[src/hdl/mrpt_pkg.sv]
`default_nettype none
package mrpt_pkg;
  localparam int unsigned WIDTH = 64;
  localparam int unsigned BASE_TABLE_LEN = 12;
  localparam int unsigned NUM_BASES_DEFAULT = 9;

  typedef logic [WIDTH-1:0] word_t;

  typedef struct packed {
    logic   load;
    logic   pow_start;
    logic   sqr_start;
    logic [3:0] base_idx;
  } dp_cmd_t;

  typedef struct packed {
    logic   done;
    logic   special;
    logic   special_val;
    logic   base_ge_n;
    logic   x_is_one;
    logic   x_is_nm1;
    logic   r_left;
  } dp_stat_t;

  function automatic logic [5:0] base_value(input logic [3:0] idx);
    logic [5:0] v;
    begin
      case (idx)
        4'd0: v = 6'd2;
        4'd1: v = 6'd3;
        4'd2: v = 6'd5;
        4'd3: v = 6'd7;
        4'd4: v = 6'd11;
        4'd5: v = 6'd13;
        4'd6: v = 6'd17;
        4'd7: v = 6'd19;
        4'd8: v = 6'd23;
        4'd9: v = 6'd29;
        4'd10: v = 6'd31;
        4'd11: v = 6'd37;
        default: v = 6'd37;
      endcase
      return v;
    end
  endfunction
endpackage
`default_nettype wire

[src/hdl/mrpt_mulmod.sv]
`default_nettype none
// Serial modular multiply: acc = x*y mod m, one bit of y per cycle.
module mrpt_mulmod (
  input  wire logic          clk,
  input  wire logic          rst,
  input  wire logic          start,
  input  wire mrpt_pkg::word_t x,
  input  wire mrpt_pkg::word_t y,
  input  wire mrpt_pkg::word_t m,
  output logic               done,
  output mrpt_pkg::word_t    prod
);
  import mrpt_pkg::*;

  word_t xr, yr, acc;
  logic [6:0] cnt;
  logic busy;
  word_t dbl, nxt;
  logic [WIDTH:0] s1, s2;

  always_comb begin
    s1 = {1'b0, acc} + {1'b0, acc};
    dbl = (s1 >= {1'b0, m}) ? WIDTH'(s1 - {1'b0, m}) : s1[WIDTH-1:0];
    s2 = {1'b0, dbl} + {1'b0, xr};
    if (yr[WIDTH-1])
      nxt = (s2 >= {1'b0, m}) ? WIDTH'(s2 - {1'b0, m}) : s2[WIDTH-1:0];
    else
      nxt = dbl;
  end

  always_ff @(posedge clk) begin
    if (rst) begin
      busy <= 1'b0;
      done <= 1'b0;
      cnt <= '0;
    end else begin
      done <= 1'b0;
      if (start) begin
        busy <= 1'b1;
        cnt <= 7'd64;
        acc <= '0;
        xr <= x;
        yr <= y;
      end else if (busy) begin
        acc <= nxt;
        yr <= {yr[WIDTH-2:0], 1'b0};
        cnt <= cnt - 7'd1;
        if (cnt == 7'd1) begin
          busy <= 1'b0;
          done <= 1'b1;
        end
      end
    end
  end

  assign prod = acc;
endmodule
`default_nettype wire

[src/hdl/mrpt_datapath.sv]
`default_nettype none
module mrpt_datapath (
  input  wire logic          clk,
  input  wire logic          rst,
  input  wire mrpt_pkg::word_t number,
  input  wire mrpt_pkg::dp_cmd_t cmd,
  output mrpt_pkg::dp_stat_t stat
);
  import mrpt_pkg::*;

  typedef enum logic [2:0] {S_IDLE, S_POW_MUL, S_POW_SQR, S_SQR} op_t;
  op_t op;

  word_t n, d, e, b, x, nm1;
  logic [6:0] r, rleft;
  logic mm_start, mm_done;
  word_t mm_x, mm_y, mm_p;
  logic done;
  logic [5:0] a;
  logic [6:0] tz;

  assign a = base_value(cmd.base_idx);

  always_comb begin
    tz = 7'd0;
    for (int i = WIDTH-1; i >= 1; i--) begin
      if (number[i]) tz = 7'(i);
    end
  end

  mrpt_mulmod u_mm (
    .clk(clk), .rst(rst), .start(mm_start), .x(mm_x), .y(mm_y), .m(n),
    .done(mm_done), .prod(mm_p)
  );

  always_ff @(posedge clk) begin
    if (rst) begin
      op <= S_IDLE;
      mm_start <= 1'b0;
      done <= 1'b0;
    end else begin
      mm_start <= 1'b0;
      done <= 1'b0;
      if (cmd.load) begin
        n <= number;
        nm1 <= number - WIDTH'(1);
        d <= (number - WIDTH'(1)) >> ((tz == 7'd0) ? 7'd1 : tz);
        r <= (tz == 7'd0) ? 7'd1 : tz;
      end
      unique case (op)
        S_IDLE: begin
          if (cmd.pow_start) begin
            x <= WIDTH'(1);
            b <= WIDTH'(a);
            e <= d;
            rleft <= r - 7'd1;
            op <= S_POW_MUL;
            mm_x <= WIDTH'(1);
            mm_y <= WIDTH'(a);
            mm_start <= 1'b1;
          end else if (cmd.sqr_start) begin
            mm_x <= x;
            mm_y <= x;
            mm_start <= 1'b1;
            rleft <= rleft - 7'd1;
            op <= S_SQR;
          end
        end
        S_POW_MUL: if (mm_done) begin
          if (e[0]) x <= mm_p;
          mm_x <= b;
          mm_y <= b;
          mm_start <= 1'b1;
          op <= S_POW_SQR;
        end
        S_POW_SQR: if (mm_done) begin
          b <= mm_p;
          e <= e >> 1;
          if ((e >> 1) == '0) begin
            op <= S_IDLE;
            done <= 1'b1;
          end else begin
            mm_x <= x;
            mm_y <= mm_p;
            mm_start <= 1'b1;
            op <= S_POW_MUL;
          end
        end
        S_SQR: if (mm_done) begin
          x <= mm_p;
          op <= S_IDLE;
          done <= 1'b1;
        end
        default: op <= S_IDLE;
      endcase
    end
  end

  // n < 4 or even: settled without modular work
  always_comb begin
    stat.special = (number[WIDTH-1:2] == '0) || !number[0];
    stat.special_val = (number == WIDTH'(2)) || (number == WIDTH'(3));
    stat.done = done;
    stat.base_ge_n = (n <= WIDTH'(a));
    stat.x_is_one = (x == WIDTH'(1));
    stat.x_is_nm1 = (x == nm1);
    stat.r_left = (rleft != 7'd0);
  end
endmodule
`default_nettype wire

[config.mk]
export PLATFORM = sky130hd
export DESIGN_NAME = mrpt_datapath
export DESIGN_NICKNAME = d
export VERILOG_FILES = /design/src/hdl/mrpt_pkg.sv /design/src/hdl/mrpt_mulmod.sv /design/src/hdl/mrpt_datapath.sv
export SDC_FILE = /design/constraint.sdc
export NUM_CORES = 2
export LEC_CHECK = 0
export ABC_AREA = 1
export BUFFER_PORTS_ARGS = -buffer_cell sky130_fd_sc_hd__buf_2
export CAP_MARGIN = 5
export CORE_MARGIN = 4
export CORE_UTILIZATION = 30
export DETAILED_ROUTE_END_ITERATION = 7
export SYNTH_ARGS = -nofsm -noshare
export SYNTH_HDL_FRONTEND = slang
export SYNTH_SLANG_ARGS = --single-unit
[constraint.sdc]
create_clock -name clk -period 72 [get_ports clk]
set_input_delay 7.2 -clock clk [delete_from_list [all_inputs] [get_ports clk]]
set_output_delay 7.2 -clock clk [all_outputs]
set_load 0.02 [all_outputs]
* Word-level counts from Yosys, hierarchy flattened *
Memories as Yosys holds them, arrays and structs flattened.
Index checks and enable logic that the tools add are counted.

storage, ports and cells
  bits in read-only memories = 96
  register bits after elaboration = 732
  logic and storage cells = 187
  input port bits = 73
  memories kept = 1

operators by class
  shifts and indexed selects = 1
  equal/unequal tests = 15
  bitwise logic cells = 2
  $lt $le $gt $ge = 3
  mux-type cells = 114
  $add $sub $neg = 8
  reductions and logical operators = 23

memory list
  memory            depth  width  read ports  clocked after memory_dff  write ports  RTL line        text
  (name not given)  16     6      1           0                         0            mrpt_pkg.sv:29  case (idx)

operators by type and width
  kind                                                                    count
  64-bit 2-to-1 mux                                                       21
  64-bit one-hot mux with 3 select lines                                  3
  7-bit 2-to-1 mux                                                        65
  64-bit one-hot mux with 2 select lines                                  2
  64-bit by 64-bit adder with 65-bit output                               2
  65-bit by 64-bit greater-or-equal comparator with 1-bit output          2
  64-bit by 2-bit equality test with 1-bit output, second input constant  2
  64-bit subtractor                                                       2
  64-bit by 1-bit equality test with 1-bit output, second input constant  1
  64-bit equality test                                                    1
  64-bit by 6-bit <= comparator with 1-bit output                         1
  64-bit zero test                                                        1
  64-bit by 7-bit >> shifter with 64-bit output                           1
  64-bit by 1-bit subtractor with 64-bit output, second input constant    1
  62-bit zero test                                                        1
  7-bit by 1-bit subtractor with 7-bit output, second input constant      3
  6-bit 2-to-1 mux                                                        3
  3-bit 2-to-1 mux                                                        5
  1-bit 2-to-1 mux                                                        12
  3-bit one-hot mux with 4 select lines                                   1
  6-bit AND reduction                                                     2
  4-bit AND reduction                                                     2
  7-bit by 1-bit equality test with 1-bit output, second input constant   1
  7-bit zero test                                                         1
  other kinds (18)                                                        30

* Logic depth before layout (Yosys ltp) *
  depth in word-level cells = 66
  depth in mapped cells = 94
  gate-level depth less buffers = 92

* By module *
Synthesis repeated with hierarchy kept, for this count alone.

unflattened totals
  cell total of the unflattened synthesis = 8015
  area, all modules = 55979.9 um^2

modules (own cells, without submodules)
  module         times used  area each (um^2)  cells each
  mrpt_datapath  1           28705.0           3310
  mrpt_mulmod    1           27274.9           4705

* Worst setup path before layout *
No wires, ideal clock.

  path kind = in2reg
  from = in cmd[5] (netlist bit)
  to = reg mm_x[0] (enable)
  path slack = 43112 ps
  data arrival time = 27593 ps
  required time = 70705 ps
  stages on the path = 5
  path buffers = 1
  library setup time = 1295 ps
  cells stage by stage = clkbuf_1 nor2_1 inv_1 o22ai_1 a2111oi_0

on the way
  longest elaborated chain between the ends = 2

ends and longest elaborated chain
  element                               RTL line             text
  start: declaration                    mrpt_datapath.sv:6   input wire mrpt_pkg::dp_cmd_t cmd,
  3-bit != test (no source line)        -
  6-bit AND reduction (no source line)  -
  end signal: assignment                mrpt_datapath.sv:58  mm_x <= WIDTH'(1);
  end signal: assignment                mrpt_datapath.sv:62  mm_x <= x;
  end signal: assignment                mrpt_datapath.sv:71  mm_x <= b;
  end: declaration                      mrpt_datapath.sv:17  word_t mm_x, mm_y, mm_p;

No other way between the ends.
A chain may end at the register's enable or synchronous reset.

==> out/metrics.yaml <==
use_met1_pct: 26.9
cts.sinks: 730
first_iter_violations: 4428
netlist-cell-type-count: 82
grtUsageTotal_pct: 19.9
worst_pin_slew_ns: 1.11
hpwl_mm: 125
cts-root-buf: "clkbuf_16"
critical_path_class: "in2out"
crit_buf_inv: 2
io_pins: 80
final.setup.tns_ns: 0
fp.dieW_um: 406
die_area_sq_um: 164000
cpPeakStageDelay_ns: 0.56
tritoncts: "done"
fin_crit_sh_pct: 23.9
syn_area_sq_um: 47400
drt-total-wl_mm: 167
setup_viol: 0
grt_busiest_layer: "met2"
path_cells: "buf_2 > ha_1 > o21ai_0 > nand2_1 > ha_1 > a21oi_1 > nor2_1 > o32a_1 > nor4_1 > buf_2"
maxCapViolations: 0
place_congestion: 0.976
yosysWarnings: 0
start_util_pct: 30.3
antenna_found_initial: 12
startpoint_type: "input port"
clk_latency_ns: 0.71
viasPerCell: 5.23
layout_min_cycle_time_ns: 17.23
cts_setup_buffers: 0
grt_setup_unrepaired: "no"
ys_seq_area_share_pct: 46.0
fmax_mhz: 58.0
grt_pass1_wl_mm: 247
required_ns: 64.80
synth_enable_flop_cells: 717
grtUsageMet3_pct: 3.58
syn_to_final_growth_pct: 10.9
worstPathArrival_ns: 10.03
postCtsHoldBufs: 0
fin_skew_ns: 0.0491
ant_nets: 0
hold_viol: 0
cts_buffers: 86
grt_max_degree: 170
fp.coreArea_sq_um: 157000
clk_path_buf_depth: 3
syn_inst: 5647
avgSynthCellArea_sq_um: 8.40
grt_overflow: 0
via_count: 40700
run_status: "finished, final reports clean"
ys_ff_latch: 730
critPathCaptureType: "output port"
layout-drive-gt1-share_pct: 8.48
cts.repair.resized: 0
path_delay_family: "compound AO/OA/AOI/OAI gates"
syn_nets: 5935
drt-wirelength-per-cell_um: 21.5
die_h_um: 406
use_met2_pct: 31.5
cp_max_fo: 4
numPortBuffers: 79
clkTransAtPathRegs_ns: 0.06
final_nets: 5927
slew_headroom_pct: 26.1
fillers: 16200
cpMaxStageDelayCell: "nor4_1"
htreeDepth: 3
finalMaxSlewViolations: 0
synth_ff_type: "edfxtp_1"
dr.pass1.iters: 7
grt_pass1_vias: 38400
drcViolationCount: 0
core.rowCount: 145
hold_class: "reg2reg"
async_flop_share_pct: 0
per-stage QoR:
stage | setup WS [ns] | hold slack [ns] | instances | util, % | area (sq um)
4_1_cts | 54.77 | 0.388 | 7767 | 33.6 | 52600
2_1_floorplan | 43.11 | 0.400 | 5647 | - | 47400
3_3_place_gp | 54.83 | 0.400 | 7609 | 31.8 | 49800
6_report | 54.77 | 0.394 | 7771 | 33.6 | 52600
5_1_grt | 54.64 | 0.409 | 7770 | 33.6 | 52600
3_5_place_dp | 54.79 | 0.405 | 7609 | 31.8 | 49800
synthesized netlist by cell type (8+ instances only):
cell	instances	area (sq um)
a21oi_1	315	1580
a21oi_2	20	175
a31oi_1	19	119
buf_1	17	63.8
buf_2	30	150
buf_6	11	124
clkbuf_1	138	518
dfxtp_1	13	260
edfxtp_1	717	21500
ha_1	212	2650
inv_1	690	2590
inv_2	20	75.1
nand2_1	1417	5320
nand2_2	30	188
nand3_1	520	2600
nand3_2	10	100
nand4_1	51	319
nor2_1	363	1360
nor2_2	12	75.1
nor3_1	28	140
nor4_1	56	350
o2111ai_1	8	70.1
o211ai_1	15	113
o21a_1	16	120
o21ai_0	293	1470
o21ai_1	73	365
o21ai_2	60	526
o221ai_1	9	78.8
o22ai_1	61	382
or2_2	13	81.3
xnor2_1	120	1050
xor2_1	157	1380
per-layer routing:
| layer | wire (um) | vias up |
|---|---|---|
| li1 | - | 19100 |
| met1 | 71100 | 19500 |
| met2 | 74100 | 1735 |
| met3 | 14500 | 361 |
| met4 | 7490 | 4 |
| met5 | 25 | - |
final timing paths:
path              endpoint     start  cells after the start  slack [ns]
max                stat[3]    cmd[0]                     10       54.77
min reg2reg    u_mm.xr[53]  mm_x[53]                      0        0.39
min            u_mm.xr[53]  mm_x[53]                      0        0.39
max reg2reg  u_mm.prod[24]      n[2]                     79       57.51
cell families after synthesis:
logic type | count (synthesis) | synth area share [%]
flip-flops | 730 | 46.0
XOR/XNOR | 277 | 5.12
AND/OR/NAND/NOR | 2525 | 22.7
multiplexers | 6 | 0.127
adder cells (fa/ha/maj) | 215 | 5.72
buffers and inverters | 927 | 7.91
other | 1 | 0.00791
AO/OA/AOI/OAI | 966 | 12.5
cells in the final DEF (no fill, tap or decap), drive strengths merged, types with 6 or more instances in the layout:
cell type / n
a211oi: 8
a21boi: 16
a21o: 7
a21oi: 342
a31oi: 19
buf: 119
bufinv: 8
clkbuf: 107
clkinv: 38
dfxtp: 13
edfxtp: 717
ha: 212
inv: 713
mux2i: 6
nand2: 1449
nand3: 530
nand4: 52
nor2: 377
nor3: 34
nor4: 56
o2111ai: 9
o211ai: 15
o21a: 17
o21ai: 431
o21bai: 10
o221ai: 9
o22ai: 61
o31ai: 8
or2: 15
xnor2: 120
xor2: 157
layout make-up:
cell class	count	area (sq um)	area share (%)
diodes	4	10.0	0.0190
clock buffers	107	2250	4.28
clock inverters	51	541	1.03
inverters	712	2680	5.10
multi-input cells	3990	22000	41.9
flip-flops and latches	730	21800	41.5
well taps	2058	2570	4.90
repair buffers	119	708	1.35
Power is not shown: default switching activity piles up to over one toggle a cycle in this logic, so the estimate is an artifact.
